File: src/sv/plid_pkg.sv
// package for the positional list insert/delete core
// holds list sizing, operation and status codes, the entry type and the cell control struct
`default_nettype none

package plid_pkg;

  localparam int unsigned CAPACITY = 64;
  localparam int unsigned IDX_W    = $clog2(CAPACITY);
  localparam int unsigned CNT_W    = $clog2(CAPACITY + 1);
  localparam int unsigned POS_W    = 7;
  localparam int unsigned SCORE_W  = 64;
  localparam int unsigned TOTAL_W  = 7;

  typedef enum logic [1:0] {
    KIND_INSERT = 2'd0,
    KIND_DELETE = 2'd1,
    KIND_READ   = 2'd2,
    KIND_NONE   = 2'd3
  } kind_e;

  typedef enum logic [1:0] {
    ST_OK    = 2'd0,
    ST_RANGE = 2'd1,
    ST_FULL  = 2'd2,
    ST_RSVD  = 2'd3
  } status_e;

  typedef struct packed {
    logic [SCORE_W-1:0] score;
    logic               flag;
  } entry_t;

  // broadcast to every cell for one request
  typedef struct packed {
    logic             ins;
    logic             del;
    logic [IDX_W-1:0] idx;
  } cell_ctrl_t;

endpackage

`default_nettype wire

File: src/sv/plid_cell.sv
// one storage cell of the positional list chain
// depends on plid_pkg; shifts from its left or right neighbor or loads a new entry
`default_nettype none

module plid_cell
  import plid_pkg::*;
(
  input  wire logic             clk_i,
  input  wire cell_ctrl_t       ctrl_i,
  input  wire logic [IDX_W-1:0] cell_idx_i,
  input  wire entry_t           left_i,
  input  wire entry_t           right_i,
  input  wire entry_t           new_i,
  output entry_t                entry_o,
  output entry_t                rd_o
);

  entry_t entry_q, entry_d;
  logic   hit, above;

  assign hit   = (cell_idx_i == ctrl_i.idx);
  assign above = (cell_idx_i > ctrl_i.idx);

  always_comb begin
    entry_d = entry_q;
    if (ctrl_i.ins) begin
      if (hit) begin
        entry_d = new_i;
      end else if (above) begin
        entry_d = left_i;
      end
    end else if (ctrl_i.del) begin
      // cells at and after the removed place pull from the right
      if (hit || above) begin
        entry_d = right_i;
      end
    end
  end

  always_ff @(posedge clk_i) begin
    entry_q <= entry_d;
  end

  assign entry_o = entry_q;
  assign rd_o    = hit ? entry_q : '0;

endmodule

`default_nettype wire
File: config.mk
export PLATFORM = sky130hd
export DESIGN_NAME = plid_cell
export DESIGN_NICKNAME = d
export VERILOG_FILES = /design/src/sv/plid_pkg.sv /design/src/sv/plid_cell.sv
export SDC_FILE = /design/constraint.sdc
export NUM_CORES = 1
export LEC_CHECK = 0
export BUFFER_PORTS_ARGS = -buffer_cell sky130_fd_sc_hd__buf_2
export CORE_AREA = 2 2 132 134
export DETAILED_ROUTE_END_ITERATION = 8
export DIE_AREA = 0 0 134 136
export GPL_ROUTABILITY_DRIVEN = 0
export PLACE_DENSITY_LB_ADDON = 0.25
export SLEW_MARGIN = 40
export SYNTH_ARGS = -nofsm -noshare
export SYNTH_HDL_FRONTEND = slang
export SYNTH_SLANG_ARGS = --single-unit
File: constraint.sdc
create_clock -name clk_i -period 5.2 [get_ports clk_i]
set_clock_uncertainty 0.2 [all_clocks]
set_input_delay 0.52 -clock clk_i [delete_from_list [all_inputs] [get_ports clk_i]]
set_output_delay 0.52 -clock clk_i [all_outputs]
set_load 0.02 [all_outputs]
==> impl_metrics.toml, run 1 <==
[final_layout]
final_cells = 1001
nets = 989
final_layout_size_suffix_gt1_frac = 0.470
layout_commonest_cell = "buf_2"
largest_reg_flops = 65
fill_cells = 1790
area_growth_pct = 49.7
most-common-layout-cells = "buf_2, nand4_1, nor2_1"
finish.instance_area_mm2 = 0.00627

[drt]
top_layer = "met5"
wl_met3_um = 1250
drt-pass1-iter-count = 4
route.met2.wl_um = 8210
met1_length_um = 6940
routedWlPerCell_um = 16.8
antenna_left = 0
drc = 0
vias_per_cell = 4.90
drt_iter0_drc = 264
wirelength_um = 16800
vias = 4902

[floorplan]
die_w_um = 134
ios = 340
core_mm2 = 0.0169
start_util = 0.248
die_area_mm2 = 0.0182
die_height_um = 136
rows = 48

[synthesis]
avgSynthCellArea_um2 = 8.87
synth_cell_types = 22
synth_area_leader_cell = "edfxtp_1"
syn_area_mm2 = 0.00419
syn_inst = 472
synth_top_family_by_area = "simple AND/OR/NAND/NOR gates"
synth_fp_nets = 688
synthMuxAreaShare = 0
synth_fa_ha_area_frac = 0.0179
synth-compound-area-share = 0.181
ys_warn_count = 0
ys_ff_latch = 65
synth_area_leaders = "edfxtp_1, nand4_1, a31oi_1"
yosysSeqAreaShare = 0.466
yosys.area_share.simple = 0.263
synth_xor_area_frac = 0
synth_top_area_share = 0.466

[critical_path]
start_kind = "input pin"
cp-end-kind = "output pin"
worstPathRequired_ns = 4.48
path_class = "input pin to output pin"
worst-path-max-fanout = 35
worstPathArrival_ns = 2.66

[grt]
grt_pass1_wl_um = 24200
grt_usage = 0.172
gr-total-overflow = 0
grt_pass1_vias = 4501
grt_antenna_before_repair = 1
grt_max_degree = 73

[clock_network]
holdBufCountCts = 0
postCtsSetupBuffers = 0
cts_root_buf = "clkbuf_16"
cts_tree = "built"
cts_sinks = 65
cts_resized = 0
cts.clk_slew.worst_paths_ns = 0.05
cts-htree-levels = 3
cts_buffer_depth = 2
numCtsBuffers = 9

[status]
outcome = "complete, no violations"

[pwr]
leakage_uw = 0.00284
irDropWorstVdd_v = 0.000141
powerDensity_mw_per_mm2 = 274

[sta]
post-route-min-period_ns = 3.38
slew_headroom = 0.477
worst_pin_slew_ns = 0.784
fin_crit_sh = 0.650
setup-violations-final = 0
whs_ns = 0.332
setup-tns-final_ns = 0
fmax_mhz = 296
final-hold-violation-count = 0
slew_viol_final = 0
rsz0062_at_grt = "false"

[place]
dp.cells = 987
portBuffers = 339
place_area_mm2 = 0.00602
dpl.hpwl_um = 11800

[min_path]
hold_path.class = "input pin to flop"

[run]
maxCapViolCount = 0
==> stage by stage <==
stage                     setup WS, ns  utilization  power [uW]
after floorplan                   1.24            -         989
after global placement            1.56        0.354        1210
after detailed placement          1.79        0.357        1210
after CTS                         1.79        0.371        1750
after global routing              1.62        0.371        1800
final                             1.82        0.371        1720
==> cells in the mapped netlist, drive strengths merged <==
master and instances:
a21oi 1, ha 6, a21o 1, nand3 2, and4 1, o21ai 66, nand2 1, edfxtp 65
nor2 67, a31oi 65, buf 22, nor2b 1, and2 65, nand4 66, inv 6, a41oi 1
clkbuf 36
==> cell type report <==
class	count	area, um2	area share
Multi-Input combinational cell	343	1970	0.314
Sequential cell	65	1950	0.312
Timing Repair Buffer	348	1800	0.287
Tap cell	225	282	0.0449
Clock buffer	11	233	0.0371
Inverter	6	22.5	0.00359
Clock inverter	2	8.76	0.00140
Antenna cell	1	2.50	0.000399
==> per-layer routing <==
layer / track usage / up-vias
li1: - / 2370
met1: 0.213 / 2253
met2: 0.291 / 252
met3: 0.0362 / 25
met4: 0.0715 / 2
met5: 0 / -
==> cells by family (layout without fill, tap and decap cells) <==
family,after synthesis,in the layout
flip-flops,65,65
adder cells (fa/ha/maj),6,6
AO/OA/AOI/OAI,134,134
other,0,1
AND/OR/NAND/NOR,203,203
buffers and inverters,64,367
==> power by group <==
part / switching [uW] / internal, uW
clock network: 213 / 312
logic: 308 / 159
registers: 44.9 / 682
==> worst max-delay path, stage by stage <==
cell,delay (ns)
buf_2,0.10
ha_2,0.78
nand2_2,0.16
nor2_4,0.41
buf_16,0.21
buf_8,0.17
and2_1,0.14
buf_2,0.16
==> worst paths after layout <==
path	start	to	slack [ns]	cells after the start
hold / removal	right_i[39]	entry_o[39]	0.33	3
setup / recovery	cell_idx_i[1]	rd_o[6]	1.82	8
No activity file was read; power rests on OpenSTA's default activity.
==> run 2, diff against run 1 <==
--- a/config.mk
+++ b/config.mk
@@ -6,9 +6,9 @@
 export NUM_CORES = 1
 export LEC_CHECK = 0
 export BUFFER_PORTS_ARGS = -buffer_cell sky130_fd_sc_hd__buf_2
-export CORE_AREA = 2 2 132 134
+export CORE_AREA = 2 2 133 135
 export DETAILED_ROUTE_END_ITERATION = 8
-export DIE_AREA = 0 0 134 136
+export DIE_AREA = 0 0 135 137
 export GPL_ROUTABILITY_DRIVEN = 0
 export PLACE_DENSITY_LB_ADDON = 0.25
 export SLEW_MARGIN = 40
==> constraint.sdc (replaced) <==
create_clock -name clk_i -period 3.53 [get_ports clk_i]
set_clock_uncertainty 0.2 [all_clocks]
set_input_delay 0.353 -clock clk_i [delete_from_list [all_inputs] [get_ports clk_i]]
set_output_delay 0.353 -clock clk_i [all_outputs]
set_load 0.02 [all_outputs]
==> run 2 against run 1 <==
  * Sequential share of layout area decreased by 0.39 points
  * Sequential cell count unchanged
  * Worst hold slack got worse by 0.17 ns
  * Largest cell class unchanged
  * Highest routed layer unchanged
==> impl_metrics.toml, run 2 (synthesis results as in run 1) <==
[sta]
setup-violations-final = 0
post-route-min-period_ns = 2.54
worst_pin_slew_ns = 0.735
slew_headroom = 0.510
setup-tns-final_ns = 0
fin_crit_sh = 0.719
fmax_mhz = 394
rsz0062_at_grt = "false"
final-hold-violation-count = 0
slew_viol_final = 0

[floorplan]
ios = 340
core_mm2 = 0.0171
die_area_mm2 = 0.0185
rows = 48
start_util = 0.245
die_w_um = 135
die_height_um = 137

[min_path]
hold_path.class = "input pin to flop"

[place]
dpl.hpwl_um = 12200
portBuffers = 339
dp.cells = 991

[critical_path]
path_class = "input pin to output pin"
worstPathArrival_ns = 1.98
worstPathRequired_ns = 2.98
worst-path-max-fanout = 40
start_kind = "input pin"
cp-end-kind = "output pin"

[drt]
drt_iter0_drc = 236
antenna_left = 0
drc = 0
vias = 4860
routedWlPerCell_um = 16.6
wirelength_um = 16700
drt-pass1-iter-count = 4
vias_per_cell = 4.82

[clock_network]
cts-htree-levels = 3
cts_root_buf = "clkbuf_16"
cts_buffer_depth = 2
numCtsBuffers = 9
postCtsSetupBuffers = 0
cts_tree = "built"
holdBufCountCts = 0
cts_sinks = 65
cts_resized = 0
cts.clk_slew.worst_paths_ns = 0.06

[pwr]
irDropWorstVdd_v = 0.000222
leakage_uw = 0.00288
powerDensity_mw_per_mm2 = 426

[final_layout]
final_cells = 1008
largest_reg_flops = 65
final_util = 0.372
area_growth_pct = 51.6
fill_cells = 1833
nets = 993
final_layout_size_suffix_gt1_frac = 0.476
most-common-layout-cells = "buf_2, nand4_1, nor2_1"
layout_commonest_cell = "buf_2"

[grt]
gr-total-overflow = 0
grt_usage = 0.172
grt_pass1_wl_um = 24400
grt_pass1_vias = 4584
grt_max_degree = 76
grt_antenna_before_repair = 3

[run]
maxCapViolCount = 0

[status]
outcome = "complete, no violations"
-- run 2: cell count changes in the layout (fill, tap and decap cells not counted) --
cell,delta
clkinv_1,+1
clkbuf_1,-2
buf_12,+1
bufinv_16,+2
buf_6,-1
clkinv_2,+1
clkinvlp_4,+1
buf_4,+6
buf_8,-1
buf_16,-1
-- run 2: path summary, 6_finish.rpt --
path                  slack, ns        start  cells past startpoint     endpoint
worst max-delay path       0.99    ctrl_i[1]                      9     rd_o[25]
worst min-delay path       0.16  right_i[26]                      3  entry_o[26]
-- run 2: metrics by stage --
| stage | instance area [um2] | worst slack [ns] | hold slack (ns) | total power [uW] |
|---|---|---|---|---|
| after floorplan | 4200 | 0.341 | 0.402 | 1460 |
| after global placement | 6030 | 1.03 | 0.492 | 1790 |
| after detailed placement | 6030 | 0.984 | 0.498 | 1780 |
| after CTS | 6340 | 0.983 | 0.142 | 2750 |
| after global routing | 6350 | 0.855 | 0.160 | 2840 |
| final | 6350 | 0.994 | 0.162 | 2700 |
-- run 2: layout make-up --
class	instances	area, um2	area share
flip-flops and latches	65	1950	0.308
clock inverters	7	85.1	0.0134
clock buffers	9	225	0.0355
repair buffers	352	1810	0.285
multi-input cells	343	1970	0.310
inverters	6	22.5	0.00355
diodes	1	2.50	0.000394
well taps	225	282	0.0444
-- run 2: where the power goes --
| part | leakage [uW] | switching [uW] | internal, uW |
|---|---|---|---|
| clock network | 0.000150 | 329 | 610 |
| logic | 0.00210 | 452 | 238 |
| registers | 0.000627 | 69.3 | 1000 |
-- run 2: worst max-delay path, cell delays in order --
cell and delay (ns):
buf_2 0.08, inv_1 0.04, ha_2 0.32, buf_4 0.31, nand2_2 0.12, nor2_4 0.10
buf_4 0.30, and2_1 0.18, buf_2 0.16
-- run 2: layer usage --
metal,GRT usage,routed length [um],vias to the layer above
met5,0,21,-
met1,0.206,6770,2203
met2,0.298,8300,245
met3,0.0374,1310,26
li1,-,-,2382
met4,0.0764,344,4
==> run 3, diff against run 2 <==
--- a/config.mk
+++ b/config.mk
@@ -6,9 +6,9 @@
 export NUM_CORES = 1
 export LEC_CHECK = 0
 export BUFFER_PORTS_ARGS = -buffer_cell sky130_fd_sc_hd__buf_2
-export CORE_AREA = 2 2 133 135
+export CORE_AREA = 2 2 132 134
 export DETAILED_ROUTE_END_ITERATION = 8
-export DIE_AREA = 0 0 135 137
+export DIE_AREA = 0 0 134 136
 export GPL_ROUTABILITY_DRIVEN = 0
 export PLACE_DENSITY_LB_ADDON = 0.25
 export SLEW_MARGIN = 40
==> constraint.sdc (replaced) <==
create_clock -name clk_i -period 2.3 [get_ports clk_i]
set_clock_uncertainty 0.2 [all_clocks]
set_input_delay 0.23 -clock clk_i [delete_from_list [all_inputs] [get_ports clk_i]]
set_output_delay 0.23 -clock clk_i [all_outputs]
set_load 0.02 [all_outputs]
==> run 3 against run 2 <==
  * Sequential cell count unchanged
  * Core utilization up 1.4 points
  * Non-clock buffer count up 8
  * Critical endpoint is now rd_o[2]
  * Final area up 2.7%
  * Via count up 1.2%
  * Sequential power up 54%
  * Combinational power up 61%
  * Power up 51%
  * Critical path depth unchanged
  * Die area down 1.5%
  * Sequential share of layout area down 0.82 points
==> impl_metrics.toml, run 3 (synthesis results as in run 1) <==
[drt]
routedWlPerCell_um = 16.4
drt-pass1-iter-count = 5
wl_met3_um = 1440
top_layer = "met4"
antenna_left = 0
route.met2.wl_um = 8220
vias_per_cell = 4.85
wirelength_um = 16600
drt_iter0_drc = 292
vias = 4918
drc = 0
met1_length_um = 6520

[sta]
rsz0062_at_grt = "false"
worst_pin_slew_ns = 0.539
setup-tns-final_ns = 0
fmax_mhz = 463
slew_headroom = 0.641
fin_crit_sh = 0.939
setup-violations-final = 0
post-route-min-period_ns = 2.16
slew_viol_final = 0
final-hold-violation-count = 0

[critical_path]
worstPathRequired_ns = 1.87
cp-end-kind = "output pin"
slowest_delay_ns = 0.26
start_kind = "input pin"
crit_chain = "buf_2, inv_8, ha_4, nand4_1, buf_12, nor2_4, buf_12, and2_1, buf_2"
critPathBufInv = 5
path_class = "input pin to output pin"
cp.depth = 9
slowest_stage = "ha_4"
worst-path-max-fanout = 46
worstPathArrival_ns = 1.73
critical-path-top-delay-family = "buffers and inverters"

[place]
portBuffers = 339
place_area_mm2 = 0.00624
dpl.hpwl_um = 12800
dp.cells = 999

[min_path]
hold_path.class = "input pin to flop"
hold_depth = 3

[final_layout]
layout_commonest_cell = "buf_2"
final_layout_size_suffix_gt1_frac = 0.490
finish.instance_area_mm2 = 0.00652
nets = 1001
largest_reg_flops = 65
final_cells = 1015
area_growth_pct = 55.8
final_util = 0.386
most-common-layout-cells = "buf_2, nand4_1, nor2_1"

[floorplan]
start_util = 0.248
ios = 340
core_mm2 = 0.0169
die_w_um = 134
die_area_mm2 = 0.0182
die_height_um = 136
rows = 48

[status]
outcome = "complete, no violations"

[grt]
grt_usage = 0.172
grt_pass1_vias = 4470
gr-total-overflow = 0
grt_pass1_wl_um = 23900
grt_antenna_before_repair = 1
grt_max_degree = 75

[clock_network]
postCtsSetupBuffers = 0
cts_buffer_depth = 2
cts_resized = 0
numCtsBuffers = 9
cts_root_buf = "clkbuf_16"
cts_tree = "built"
cts.clk_slew.worst_paths_ns = 0.05
holdBufCountCts = 0
cts-htree-levels = 3
cts_sinks = 65

[pwr]
leakage_uw = 0.00293
totalPowerFinal_uw = 4070
irDropWorstVdd_v = 0.000321
powerDensity_mw_per_mm2 = 624

[run]
maxCapViolCount = 0
run 3: changes by cell type in the layout (fill, tap and decap cells not counted), sizes merged:
cell,delta
buf,+8
clkinvlp,-1
bufinv,-1
clkbuf,+1
run 3: layer usage:
metal | up-vias | GRT usage
li1 | 2397 | -
met1 | 2241 | 0.201
met2 | 253 | 0.293
met3 | 27 | 0.0470
met4 | 0 | 0.0780
met5 | - | 0
run 3: area by class of cell:
class / instances / area [um2]
inverter: 6 / 32.5
timing repair buffer: 360 / 1940
sequential: 65 / 1950
tap: 225 / 282
clock inverter: 5 / 47.5
multi-input combinational: 343 / 2030
fill: 1786 / 10400
clock buffer: 10 / 229
antenna: 1 / 2.50
run 3: tightest hold or removal path, cell delays in order:
cell and delay [ns]:
buf_2 0.08, nor2_1 0.03, a31oi_1 0.12
run 3: power by group:
part | leakage [uW] | internal (uW) | total [uW] | switching [uW]
Clock | 0.000137 | 821 | 1320 | 498
Sequential | 0.000627 | 1540 | 1650 | 107
Combinational | 0.00217 | 405 | 1110 | 700
run 3: through the flow:
| stage | worst slack (ns) | hold WS (ns) |
|---|---|---|
| 5_1_grt | 0.0464 | 0.0395 |
| 3_3_place_gp | 0.162 | 0.373 |
| 6_report | 0.141 | 0.0417 |
| 4_1_cts | 0.125 | 0.0200 |
| 3_5_place_dp | 0.124 | 0.374 |
| 2_1_floorplan | -0.634 | 0.279 |
run 3: final timing paths:
path                   startpoint           to  slack [ns]
worst max-delay path    ctrl_i[4]      rd_o[2]        0.14
worst min-delay path  right_i[36]  entry_o[36]        0.04
